<file path="src/rtl/ctpp_pkg.sv">
// Shared types, constants and helpers for the tile chunky-to-planar packer.
`default_nettype none

package ctpp_pkg;

   // Tile geometry and plane image layout
   localparam int TILE_WIDTH      = 16;
   localparam int TILE_HEIGHT     = 16;
   localparam int TILES_PER_ROW   = 20;
   localparam int PALETTE_ENTRIES = 32;
   localparam int MAX_TILES       = 1024;
   localparam int ROW_BYTES       = 40;

   // Field widths
   localparam int RGB_W      = 24;
   localparam int TILE_NUM_W = 10;
   localparam int POS_W      = 4;
   localparam int OFFSET_W   = 16;
   localparam int PEN_W      = 8;
   localparam int MAX_PLANES = 8;
   localparam int PLANE_W    = $clog2(MAX_PLANES);
   localparam int REM_W      = $clog2(TILES_PER_ROW + 1);

   // Tile divided by tiles per row: floor reciprocal, one correction step
   localparam int RECIP_SHIFT = 16;
   localparam int RECIP       = (1 << RECIP_SHIFT) / TILES_PER_ROW;

   // Configuration registers
   localparam int CSR_INDEX_W = 1;
   localparam int CSR_DATA_W  = 6;
   localparam logic [CSR_INDEX_W-1:0] CSR_PLANE_COUNT   = 1'b0;
   localparam logic [CSR_INDEX_W-1:0] CSR_COLORS_IN_USE = 1'b1;
   localparam logic [3:0] PLANE_COUNT_RESET   = 4'd4;
   localparam logic [5:0] COLORS_IN_USE_RESET = 6'd16;

   // Request and response codes
   localparam logic MODE_PALETTE = 1'b0;
   localparam logic MODE_PIXEL   = 1'b1;
   localparam logic KIND_BYTE    = 1'b0;
   localparam logic KIND_ERROR   = 1'b1;

   // Pen remap for the first sixteen palette indices
   localparam logic [3:0] PEN_TABLE [16] = '{
      4'd12, 4'd0, 4'd2, 4'd3, 4'd7, 4'd4, 4'd5, 4'd8,
      4'd9, 4'd10, 4'd11, 4'd13, 4'd15, 4'd14, 4'd1, 4'd6
   };

   typedef struct packed {
      logic       mode;
      logic [4:0] palette_index;
      logic [7:0] red;
      logic [7:0] green;
      logic [7:0] blue;
      logic [TILE_NUM_W-1:0] tile_number;
      logic [POS_W-1:0] pixel_row;
      logic [POS_W-1:0] pixel_column;
   } req_type;

   typedef struct packed {
      logic       kind;
      logic [PLANE_W-1:0] plane;
      logic [OFFSET_W-1:0] byte_offset;
      logic [7:0] byte_value;
      logic       last;
      logic [TILE_NUM_W-1:0] bad_tile;
      logic [POS_W-1:0] bad_row;
      logic [POS_W-1:0] bad_column;
   } rsp_type;

   // Accumulator memory control
   typedef struct packed {
      logic rd_en;
      logic [PLANE_W-1:0] rd_addr;
      logic wr_en;
      logic [PLANE_W-1:0] wr_addr;
      logic [7:0] wr_data;
      logic clear;
   } acc_ctl_type;

   typedef enum logic [2:0] {
      ST_IDLE,
      ST_SEARCH,
      ST_ERROR,
      ST_PL_READ,
      ST_PL_WRITE
   } state_type;

   // Map a matched palette index to its pen
   function automatic logic [PEN_W-1:0] pen_of(input logic [PEN_W-1:0] idx);
      logic [PEN_W-1:0] pen;
      if (idx < PEN_W'(16)) begin
         pen = {4'b0, PEN_TABLE[idx[3:0]]};
      end else begin
         pen = idx;
      end
      return pen;
   endfunction

endpackage

`default_nettype wire

</file>
<file path="src/rtl/ctpp_palette.sv">
// Palette store: one write port, one registered read port.
`default_nettype none

module ctpp_palette #(
   parameter int ENTRIES = ctpp_pkg::PALETTE_ENTRIES
) (
   input  wire logic clock,
   input  wire logic wr_en,
   input  wire logic [$clog2(ENTRIES)-1:0] wr_addr,
   input  wire logic [ctpp_pkg::RGB_W-1:0] wr_data,
   input  wire logic rd_en,
   input  wire logic [$clog2(ENTRIES)-1:0] rd_addr,
   output logic [ctpp_pkg::RGB_W-1:0] rd_data
);

   logic [ctpp_pkg::RGB_W-1:0] mem [ENTRIES];
   logic [ctpp_pkg::RGB_W-1:0] rd_data_ff;

   // Write a loaded entry
   always_ff @(posedge clock) begin
      if (wr_en) begin
         mem[wr_addr] <= wr_data;
      end
   end

   // Registered read, hold between reads
   always_ff @(posedge clock) begin
      if (rd_en) begin
         rd_data_ff <= mem[rd_addr];
      end
   end

   assign rd_data = rd_data_ff;

endmodule

`default_nettype wire

</file>
<file path="config.mk">
export PLATFORM = sky130hd
export DESIGN_NAME = ctpp_palette
export DESIGN_NICKNAME = d
export VERILOG_FILES = /design/src/rtl/ctpp_pkg.sv /design/src/rtl/ctpp_palette.sv
export SDC_FILE = /design/constraint.sdc
export NUM_CORES = 1
export LEC_CHECK = 0
export ABC_AREA = 1
export BUFFER_PORTS_ARGS = -buffer_cell sky130_fd_sc_hd__clkbuf_2
export CORE_ASPECT_RATIO = 0.9
export CORE_UTILIZATION = 40
export CTS_BUF_LIST = sky130_fd_sc_hd__clkbuf_4 sky130_fd_sc_hd__clkbuf_8
export CTS_CLUSTER_SIZE = 14
export DETAILED_ROUTE_END_ITERATION = 6
export PLACE_DENSITY = 0.57
export SYNTH_ARGS = -nofsm -noshare
export SYNTH_HDL_FRONTEND = slang
export SYNTH_SLANG_ARGS = --single-unit
</file>
<file path="constraint.sdc">
create_clock -name clock -period 3.15 [get_ports clock]
set_clock_uncertainty 0.15 [all_clocks]
set_input_delay 0.4725 -clock clock [delete_from_list [all_inputs] [get_ports clock]]
set_output_delay 0.4725 -clock clock [all_outputs]
set_load 0.1 [all_outputs]
</file>
Word-level counts from Yosys, hierarchy flattened
Memories as Yosys holds them, arrays and structs flattened. A register that Yosys moved wholly into a read port is not among the register bits.
Cells that the tools add are included.
{ "word_totals": {"ramBits": 768, "input_bits": 37, "n_memories": 1, "ff_bits": 0, "elab_cells": 3, "out_inout_bits": 24} }
{ "op_classes": {"muxes": 2} }
{ "mem_list": {"columns": ["memory", "depth", "width", "rd", "rd_clocked_by_memory_dff", "wr", "line_no", "text"], "rows": [
  ["mem", 32, 24, 1, 1, 1, "ctpp_palette.sv:16", "logic [ctpp_pkg::RGB_W-1:0] mem [ENTRIES];"]
]} }
{ "ops": {"columns": ["operator", "count"], "rows": [
  ["2-to-1 mux 1 bit", 2]
]} }

Logic depth before layout (Yosys ltp)
{ "logic_depth": {"depth_word": 2, "ltp_mapped": 12, "ltp_nobuf": 9} }

Worst setup path after synthesis
Ideal clock, no wire load.
{ "synth_path": {"path_kind": "input to register", "startpoint": "in wr_addr[0]", "endpoint": "mem mem[0][0] (netlist name) (enable)", "path_slack_ps": 798, "path_stages": 3, "arrival_time_ps": 1797, "setup_ps": 405, "n_path_buf": 0, "required_time_ps": 2595, "cell_sequence": "inv_1 -> nand3_1 -> nor2_1"} }
{ "synth_rtl": {"columns": ["element", "line_no", "text"], "rows": [
  ["from (decl)", "ctpp_palette.sv:9", "input wire logic [$clog2(ENTRIES)-1:0] wr_addr,"],
  ["to (decl)", "ctpp_palette.sv:16", null]
]} }
Straight into the memory's write port.

Worst setup path after layout
{ "layout_path": {"startpoint": "reg rd_data_ff, in the netlist rd_data[23], read port of mem", "endpoint": "out rd_data[23] (netlist name)"} }
{ "layout_rtl": {"columns": ["element", "line_no", "text"], "rows": [
  ["from (decl)", "ctpp_palette.sv:17", "logic [ctpp_pkg::RGB_W-1:0] rd_data_ff;"],
  ["to (decl)", "ctpp_palette.sv:13", "output logic [ctpp_pkg::RGB_W-1:0] rd_data"]
]} }
No word-level cell between the ends.

==> run summary <==
outcome = finished, final reports clean
slowest stage delay, CP = 0.62 ns
share of cells above drive strength 1 = 12.4%
Max FO, Critical Path = 1
endpoints failing setup = 0
initial DRC count = 2,356
CTS Sinks = 792
Total Routing Usage GR = 22.5%
post-layout worst setup margin = 0.636 ns
crit start category = flop
worst path bufs/invs = 1
Die W = 300 um
deepest clock path buffer count = 3
Area Growth Syn to Fin = 12.2%
Worst EP required = 2.53 ns
antenna violations before repair = 6
Post-CTS Setup Bufs = 0
Placement Setup Slack = 0.554 ns
P per Cell Area = 595 mW/mm^2
CTS buffer count = 121
RSZ-0062 raised after global routing = no
Initial Util = 40.3%
H-tree lvl count = 3
CTS Hold Bufs = 0
commonest non-fill, non-tap cell in the layout = nand2_1
drt pass-1 iters = 6
Least-Margin Pin Slew = 1.14 ns
total die area = 0.0811 sq mm
number of global-route vias before repair = 20,300
post-placement cell area = 0.0337 sq mm
Total Neg Setup Slack = 0 ns
Layout Nets = 2,797
Final Cell Area = 0.0359 sq mm
Clock Pin Slew Worst Setup and Hold Paths = 0.06 ns
final WL = 90,800 um
worst skew pair latency = 0.75 ns
delay-heaviest family, CP = flip-flops
max_slew headroom = 24.1%
ANT cells = 0
DR DRC count = 0
Crit Path Category = reg2out
Root Buffer = clkbuf_8
register bit total from synthesis = 792
global-route wire length before repair = 134,000 um
Critical Path AT = 1.89 ns
Via density = 5.34
maximum VDD drop = 0.334 mV
Core ar. = 0.0793 sq mm
commonest non-fill, non-tap cells in the layout = nand2_1 (1,080), edfxtp_1 (792), nand3_1 (588)
Crit. End Element = output port
final critical-path share of the clock period = 79.8%
Final Wtd Congestion = 0.789
final hold vios = 0
Max-cap violations = 0
row count = 98
die height = 270 um
Post-Syn Area = 0.0320 sq mm
pin count of the biggest net entering global routing = 194
minimum clock period = 2.51 ns
FMAX = 398 MHz
Leak = 13.1 nW
vias = 20,800
boundary pin count = 61
register area share after synthesis = 74.3%
crit path max-delay cell type = edfxtp_1
Routed WL per cell = 23.3 um
crit-path cells = clkbuf_2
HP Class = in2reg
max-slew violation count = 0
quantity of gates resized following cts = 0
Avg Inst Size Synth = 12.0 sq um
grt ovf = 0
hpwl dp = 48,200 um
post-synthesis cell count = 2,665
port bufs = 60
CTS tree = built
Yosys warning total = 0
Netlist cell types = 13
post-route ant nets = 0
Synth Net Count = 2,702
-- report_power, final --
part,internal [W],switching (W),total [W]
logic,0.000353,0.00120,0.00155
clock network,0.00413,0.00386,0.00799
registers,0.0118,0.0000720,0.0118
total,0.0162,0.00513,0.0214
-- cell usage after synthesis, drive strengths merged --
cell type  number  share of area, %
buf           150               3.2
clkbuf         13              0.15
edfxtp        792                74
inv            10              0.13
nand2        1080                13
nand3         588               9.2
nor2           32              0.38
-- stage by stage --
step / util (%) / total power (W) / hold WS [ns] / cells
floorplan: - / 0.0130 / 0.421 / 2665
global placement: 42.5 / 0.0136 / 0.665 / 3687
detailed placement: 42.5 / 0.0136 / 0.656 / 3687
CTS: 45.3 / 0.0215 / 0.161 / 3892
global route: 45.3 / 0.0221 / 0.204 / 3892
finish: 45.3 / 0.0214 / 0.217 / 3892
-- final timing paths --
path,start,end,slack [ns],depth (start not counted)
hold / removal,wr_data[0],mem[1][0]$_DFFE_PP_,0.22,1
setup reg to reg,mem[19][22]$_DFFE_PP_,rd_data[22]$_DFFE_PP_,1.63,8
setup / recovery,rd_data[23]$_DFFE_PP_,rd_data[23],0.64,1
hold reg to reg,mem[10][14]$_DFFE_PP_,rd_data[14]$_DFFE_PP_,0.65,8
-- logic make-up (layout without fill, tap and decap cells) --
logic type | after synthesis | count (layout) | synth area share [%]
buffers and inverters | 173 | 350 | 3.44
DFF | 792 | 792 | 74.3
and+or+nand+nor | 1700 | 1700 | 22.2
-- state kept, by name (all words and copies together) (netlist names) --
| register | count |
|---|---|
| rd_data | 24 |
| mem | 768 |
-- area by class of cell --
class	instances	area, sq um
Clock buffer	169	2040
Inverter	10	57.6
Tap cell	1050	1310
Timing Repair Buffer	135	1220
Sequential cell	792	23800
Clock inverter	36	169
Multi-Input combinational cell	1700	7330
Fill cell	7202	43400
-- metal layers --
metal / GRT usage, % / vias to the layer above / part of all wire [%]
li1: - / 9508 / -
met1: 33.0 / 10300 / 44
met2: 34.1 / 872 / 45
met3: 4.37 / 129 / 8.6
met4: 5.73 / 6 / 1.8
met5: 0 / - / 0.053
No activity file was read; power rests on OpenSTA's default activity.
