==> src/rtl/ctpp_pkg.sv <==
// Shared types, constants and helpers for the tile chunky-to-planar packer.
`default_nettype none

package ctpp_pkg;

   // Tile geometry and plane image layout
   localparam int TILE_WIDTH      = 16;
   localparam int TILE_HEIGHT     = 16;
   localparam int TILES_PER_ROW   = 20;
   localparam int PALETTE_ENTRIES = 32;
   localparam int MAX_TILES       = 1024;
   localparam int ROW_BYTES       = 40;

   // Field widths
   localparam int RGB_W      = 24;
   localparam int TILE_NUM_W = 10;
   localparam int POS_W      = 4;
   localparam int OFFSET_W   = 16;
   localparam int PEN_W      = 8;
   localparam int MAX_PLANES = 8;
   localparam int PLANE_W    = $clog2(MAX_PLANES);
   localparam int REM_W      = $clog2(TILES_PER_ROW + 1);

   // Tile divided by tiles per row: floor reciprocal, one correction step
   localparam int RECIP_SHIFT = 16;
   localparam int RECIP       = (1 << RECIP_SHIFT) / TILES_PER_ROW;

   // Configuration registers
   localparam int CSR_INDEX_W = 1;
   localparam int CSR_DATA_W  = 6;
   localparam logic [CSR_INDEX_W-1:0] CSR_PLANE_COUNT   = 1'b0;
   localparam logic [CSR_INDEX_W-1:0] CSR_COLORS_IN_USE = 1'b1;
   localparam logic [3:0] PLANE_COUNT_RESET   = 4'd4;
   localparam logic [5:0] COLORS_IN_USE_RESET = 6'd16;

   // Request and response codes
   localparam logic MODE_PALETTE = 1'b0;
   localparam logic MODE_PIXEL   = 1'b1;
   localparam logic KIND_BYTE    = 1'b0;
   localparam logic KIND_ERROR   = 1'b1;

   // Pen remap for the first sixteen palette indices
   localparam logic [3:0] PEN_TABLE [16] = '{
      4'd12, 4'd0, 4'd2, 4'd3, 4'd7, 4'd4, 4'd5, 4'd8,
      4'd9, 4'd10, 4'd11, 4'd13, 4'd15, 4'd14, 4'd1, 4'd6
   };

   typedef struct packed {
      logic       mode;
      logic [4:0] palette_index;
      logic [7:0] red;
      logic [7:0] green;
      logic [7:0] blue;
      logic [TILE_NUM_W-1:0] tile_number;
      logic [POS_W-1:0] pixel_row;
      logic [POS_W-1:0] pixel_column;
   } req_type;

   typedef struct packed {
      logic       kind;
      logic [PLANE_W-1:0] plane;
      logic [OFFSET_W-1:0] byte_offset;
      logic [7:0] byte_value;
      logic       last;
      logic [TILE_NUM_W-1:0] bad_tile;
      logic [POS_W-1:0] bad_row;
      logic [POS_W-1:0] bad_column;
   } rsp_type;

   // Accumulator memory control
   typedef struct packed {
      logic rd_en;
      logic [PLANE_W-1:0] rd_addr;
      logic wr_en;
      logic [PLANE_W-1:0] wr_addr;
      logic [7:0] wr_data;
      logic clear;
   } acc_ctl_type;

   typedef enum logic [2:0] {
      ST_IDLE,
      ST_SEARCH,
      ST_ERROR,
      ST_PL_READ,
      ST_PL_WRITE
   } state_type;

   // Map a matched palette index to its pen
   function automatic logic [PEN_W-1:0] pen_of(input logic [PEN_W-1:0] idx);
      logic [PEN_W-1:0] pen;
      if (idx < PEN_W'(16)) begin
         pen = {4'b0, PEN_TABLE[idx[3:0]]};
      end else begin
         pen = idx;
      end
      return pen;
   endfunction

endpackage

`default_nettype wire

==> src/rtl/ctpp_accum.sv <==
// Plane accumulator memory with per-entry valid bits; invalid entries read as zero.
`default_nettype none

module ctpp_accum (
   input  wire logic clock,
   input  wire logic reset,
   input  wire ctpp_pkg::acc_ctl_type ctl,
   output logic [7:0] rd_data
);

   logic [7:0] mem [ctpp_pkg::MAX_PLANES];
   logic [ctpp_pkg::MAX_PLANES-1:0] valid_ff;
   logic [7:0] rd_mem_ff;
   logic rd_valid_ff;

   // Write the modified byte back
   always_ff @(posedge clock) begin
      if (ctl.wr_en) begin
         mem[ctl.wr_addr] <= ctl.wr_data;
      end
   end

   // Track written entries, drop them all on clear
   always_ff @(posedge clock) begin
      if (reset) begin
         valid_ff <= '0;
      end else if (ctl.clear) begin
         valid_ff <= '0;
      end else if (ctl.wr_en) begin
         valid_ff[ctl.wr_addr] <= 1'b1;
      end
   end

   // Registered read
   always_ff @(posedge clock) begin
      if (ctl.rd_en) begin
         rd_mem_ff   <= mem[ctl.rd_addr];
         rd_valid_ff <= valid_ff[ctl.rd_addr];
      end
   end

   assign rd_data = rd_valid_ff ? rd_mem_ff : 8'd0;

   a_no_rw_same_entry: assert property (@(posedge clock) disable iff (reset)
      !(ctl.rd_en && ctl.wr_en && (ctl.rd_addr == ctl.wr_addr)))
      else $error("accumulator read and write hit the same entry");

   a_no_clear_with_write: assert property (@(posedge clock) disable iff (reset)
      !(ctl.clear && ctl.wr_en))
      else $error("accumulator clear collides with a write");

endmodule

`default_nettype wire

==> config.mk <==
export PLATFORM = sky130hd
export DESIGN_NAME = ctpp_accum
export DESIGN_NICKNAME = d
export VERILOG_FILES = /design/src/rtl/ctpp_pkg.sv /design/src/rtl/ctpp_accum.sv
export SDC_FILE = /design/constraint.sdc
export NUM_CORES = 1
export LEC_CHECK = 0
export BUFFER_PORTS_ARGS = -buffer_cell sky130_fd_sc_hd__buf_2
export CAP_MARGIN = 20
export CORE_MARGIN = 2
export CORE_UTILIZATION = 58
export DETAILED_ROUTE_END_ITERATION = 8
export GPL_ROUTABILITY_DRIVEN = 1
export GPL_TIMING_DRIVEN = 0
export PLACE_DENSITY = 0.77
export RECOVER_POWER = 50
export SLEW_MARGIN = 15
export SYNTH_ARGS = -nofsm -noshare
export SYNTH_HDL_FRONTEND = slang
export SYNTH_SLANG_ARGS = --single-unit
==> constraint.sdc <==
create_clock -name clock -period 2.2 [get_ports clock]
set_clock_uncertainty 0.05 [all_clocks]
set_input_delay 0.22 -clock clock [delete_from_list [all_inputs] [get_ports clock]]
set_output_delay 0.22 -clock clock [all_outputs]
set_load 0.02 [all_outputs]
# Word-level counts from Yosys, hierarchy flattened
# Memory sizes are Yosys's and may differ from the RTL's. A register that Yosys moved wholly into a read port is not among the register bits.
# Cells that the tools add are included.
[word_totals]
memories = 1
in_bits = 19
regBits = 9
word_cells = 16
ram_bits = 64
out_inout_bits = 8
[memory_table]
columns = ["memory", "depth", "width", "read_ports", "rd_clocked_by_memory_dff", "write_ports", "line", "rtl"]
rows = [
  ["mem", 8, 8, 1, 1, 1, "ctpp_accum.sv:11", "logic [7:0] mem [ctpp_pkg::MAX_PLANES];"],
]
[classes]
magnitude_cmp = 3
n_reduce_logical = 2
n_bitwise = 1
mux = 7
[op_table]
columns = ["cell", "n"]
rows = [
  ["$lt A3 B4 Y1 const B", 2],
  ["$mux W8", 1],
  ["$or A8 B8 Y8", 1],
  ["$mux W1", 4],
  ["$bmux W1 S3", 1],
  ["$demux W1 S3", 1],
  ["$ge A3 B1 Y1 const B", 1],
  ["$reduce_or A2 Y1", 1],
  ["$logic_and A1 B1 Y1", 1],
]

# Longest topological paths before layout
[depth]
word_depth = 5
ltp_mapped = 4
ltp_nobuf = 2

# Least setup slack after synthesis
# No wires, ideal clock.
[synth_timing]
path_type = "input-to-reg"
startpoint = "input ctl[9] (netlist bit)"
endpoint = "memory mem[0][0], enable pin"
path_stages = 1
setup_ns = 0.402
n_path_buf = 0
slack_ns = 0.464
required_ns = 1.748
arrival_time_ns = 1.284
cell_sequence = "nor4b_1"
[synth_rtl]
columns = ["item", "line", "rtl"]
rows = [
  ["start, declared", "ctpp_accum.sv:7", "input wire ctpp_pkg::acc_ctl_type ctl,"],
  ["end, declared", "ctpp_accum.sv:11", ""],
]
# Straight into the memory's write port.

==> flow_metrics.py <==
metrics = {
    "global_routing": {
        "grt_first_pass_wirelength_mm": 8.18,
        "grt_pass1_vias": 1568,
        "grt_usage": 0.195,
        "antenna_found_initial": 0,
        "grt_max_degree": 14,
        "grt.overflow.total": 0,
    },
    "clocking": {
        "clk_pin_slew_ps": 70,
        "clkLatencyLatePin_ps": 340,
        "cts_buffer_depth": 2,
        "post_cts_buffers": 0,
        "cts_buffers": 9,
        "cts_tree": "built",
        "clock-sinks": 81,
        "h-tree-depth": 3,
        "cts_root_buf": "clkbuf_8",
        "hold_buffers": 0,
        "cts_resized": 0,
    },
    "setup_path": {
        "critical_path_arrival_ps": 1660,
        "critPathTopFamily": "buffers and inverters",
        "critPathCaptureType": "flop",
        "cp_slowest_stage_delay_ps": 420,
        "r2r_cells": 2,
        "required_ps": 2230,
        "criticalPathCategory": "primary input to flop",
        "cp.buffers_inverters": 2,
        "cp_num_cells": 4,
        "path_cells": "clkbuf_1 > buf_2 > mux4_1 > mux2_2",
        "cp-start-kind": "primary input",
        "cp_max_fo": 10,
        "slowest_stage": "clkbuf_1",
    },
    "power": {
        "ir_drop_uv": 640,
        "combPwrFrac": 0.058,
        "clockPowerShare": 0.375,
        "pwr-share-seq": 0.567,
        "netSwitchingFraction": 0.195,
        "p_per_area_nw_per_um2": 848,
        "fin_total_pwr_mw": 3.08,
        "p_switching_uw": 600,
        "leakage_nw": 1.28,
        "p_int_mw": 2.48,
    },
    "sta": {
        "rsz0062_at_grt": "no",
        "finalCriticalPeriod_ps": 1630,
        "period_share": 0.741,
        "fmax_mhz": 614,
        "relSlewSlack": 0.452,
        "setup_ws_ps": 570,
        "setup_viol": 0,
        "hold_viol_final": 0,
        "drv_slew": 0,
        "worst_slew_pin_slew_ps": 820,
    },
    "drt": {
        "drt_wl_total_mm": 5.32,
        "via_count": 1451,
        "first_iter_violations": 94,
        "avgViaCountPerCell": 5.85,
        "ant_nets": 0,
        "drt-wirelength-per-cell_um": 21.5,
        "drcViolationCount": 0,
        "firstDrtPassIters": 4,
    },
    "run_status": {
        "outcome": "complete, no violations",
    },
    "cells_and_area": {
        "area_growth_pct": 14.8,
        "nets": 192,
        "fillers": 329,
        "final-seq-area_um2": 2350,
        "antenna_cells": 0,
        "multi_input_area_um2": 817,
        "final_layout_size_suffix_gt1_frac": 0.253,
    },
    "min_path": {
        "worstHoldPathCells": 1,
        "hold_path_class": "primary input to flop",
    },
    "die": {
        "start_util": 0.611,
        "die_x_um": 77.8,
        "dieArea_um2": 6060,
        "fp.dieH_um": 77.8,
        "std_cell_rows": 26,
        "core_area_um2": 5170,
        "num_io_pins": 27,
    },
    "synthesis": {
        "post-synth-top-area-cell": "edfxtp_1",
        "synth.area.top_cells": "edfxtp_1, mux4_1, dfxtp_1",
        "synthCells": 138,
        "syn-num-nets": 157,
        "yosysWarnings": 0,
        "synth_seq_cells": 81,
        "yosysSeqAreaShare": 0.744,
        "synthDistinctLibCells": 16,
        "avgSynthCellArea_um2": 22.9,
        "yosysTopAreaCellShare": 0.693,
        "synth_area_um2": 3160,
    },
    "placed_design": {
        "gp_congestion": 0.711,
        "post-place-ws_ps": 244,
        "portBuffers": 23,
        "hpwl_mm": 3.42,
    },
    "run": {
        "maxCapViolations": 0,
    },
}
-- routing by layer --
metal	up-vias	routed length [um]	global-route usage
met1	745	2280	0.245
met3	11	154	0.0395
met2	30	2780	0.323
met4	0	108	0.0964
met5	-	0	0
li1	665	-	-
-- cells in the final DEF (no fill, tap or decap), types with 2 or more instances in the layout --
cell       instances
edfxtp_1          73
mux4_1            18
buf_2             14
clkbuf_1          11
clkbuf_8          10
mux2_2             9
and2_1             8
o21a_1             8
dfxtp_1            8
and4b_1            3
nor4bb_4           3
bufinv_16          2
clkinv_2           2
-- flip-flops by register name, indices dropped and copies added, names as in the netlist --
register	cells
mem	64
valid_ff	8
rd_mem_ff	8
rd_valid_ff	1
-- kinds of logic after synthesis --
family,synth area share
and+or+nand+nor,0.0416
DFF,0.744
muxes,0.182
AOI/OAI and AO/OA,0.0190
buffers and inverters,0.0138
-- Yosys cell counts (all sizes together) --
library cell  count
clkbuf            1
nor4b             1
o21a              8
and4b             3
buf               4
nor4bb            3
and4              1
nor2              1
dfxtp             8
and2              8
mux4             18
edfxtp           73
mux2              9
-- power by group through the flow --
stage	clock [mW]	combinational, mW	sequential, mW
global placement	0	0.163	1.78
finish	1.15	0.178	1.75
CTS	1.17	0.182	1.75
floorplan	0	0.105	1.78
detailed placement	0	0.181	1.78
global route	1.23	0.191	1.75
-- final timing paths --
check              start           end  slack (ps)
max              ctl[15]  rd_mem_ff[2]         570
min               ctl[7]     mem[0][6]         180
max reg2reg    mem[2][2]  rd_mem_ff[2]         730
min reg2reg  valid_ff[4]   valid_ff[4]         420
-- final cells by class --
class / count / share of cell area
clock inverter: 6 / 0.0224
multi-input combinational: 52 / 0.225
clock buffer: 10 / 0.0379
tap: 70 / 0.0241
buffer: 5 / 0.0121
timing repair buffer: 24 / 0.0303
sequential: 81 / 0.648
-- metrics by stage --
stage	hold WS, ps	std cells	utilization	instance area (um^2)	TNS (ps)
3_5_place_dp	400	232	0.662	3420	0
2_1_floorplan	269	138	-	3160	0
5_1_grt	168	248	0.702	3630	0
4_1_cts	82.0	248	0.704	3640	0
6_report	182	248	0.702	3630	0
3_3_place_gp	388	231	0.650	3360	-14050
Note: power is estimated with default switching activity, not from simulation.
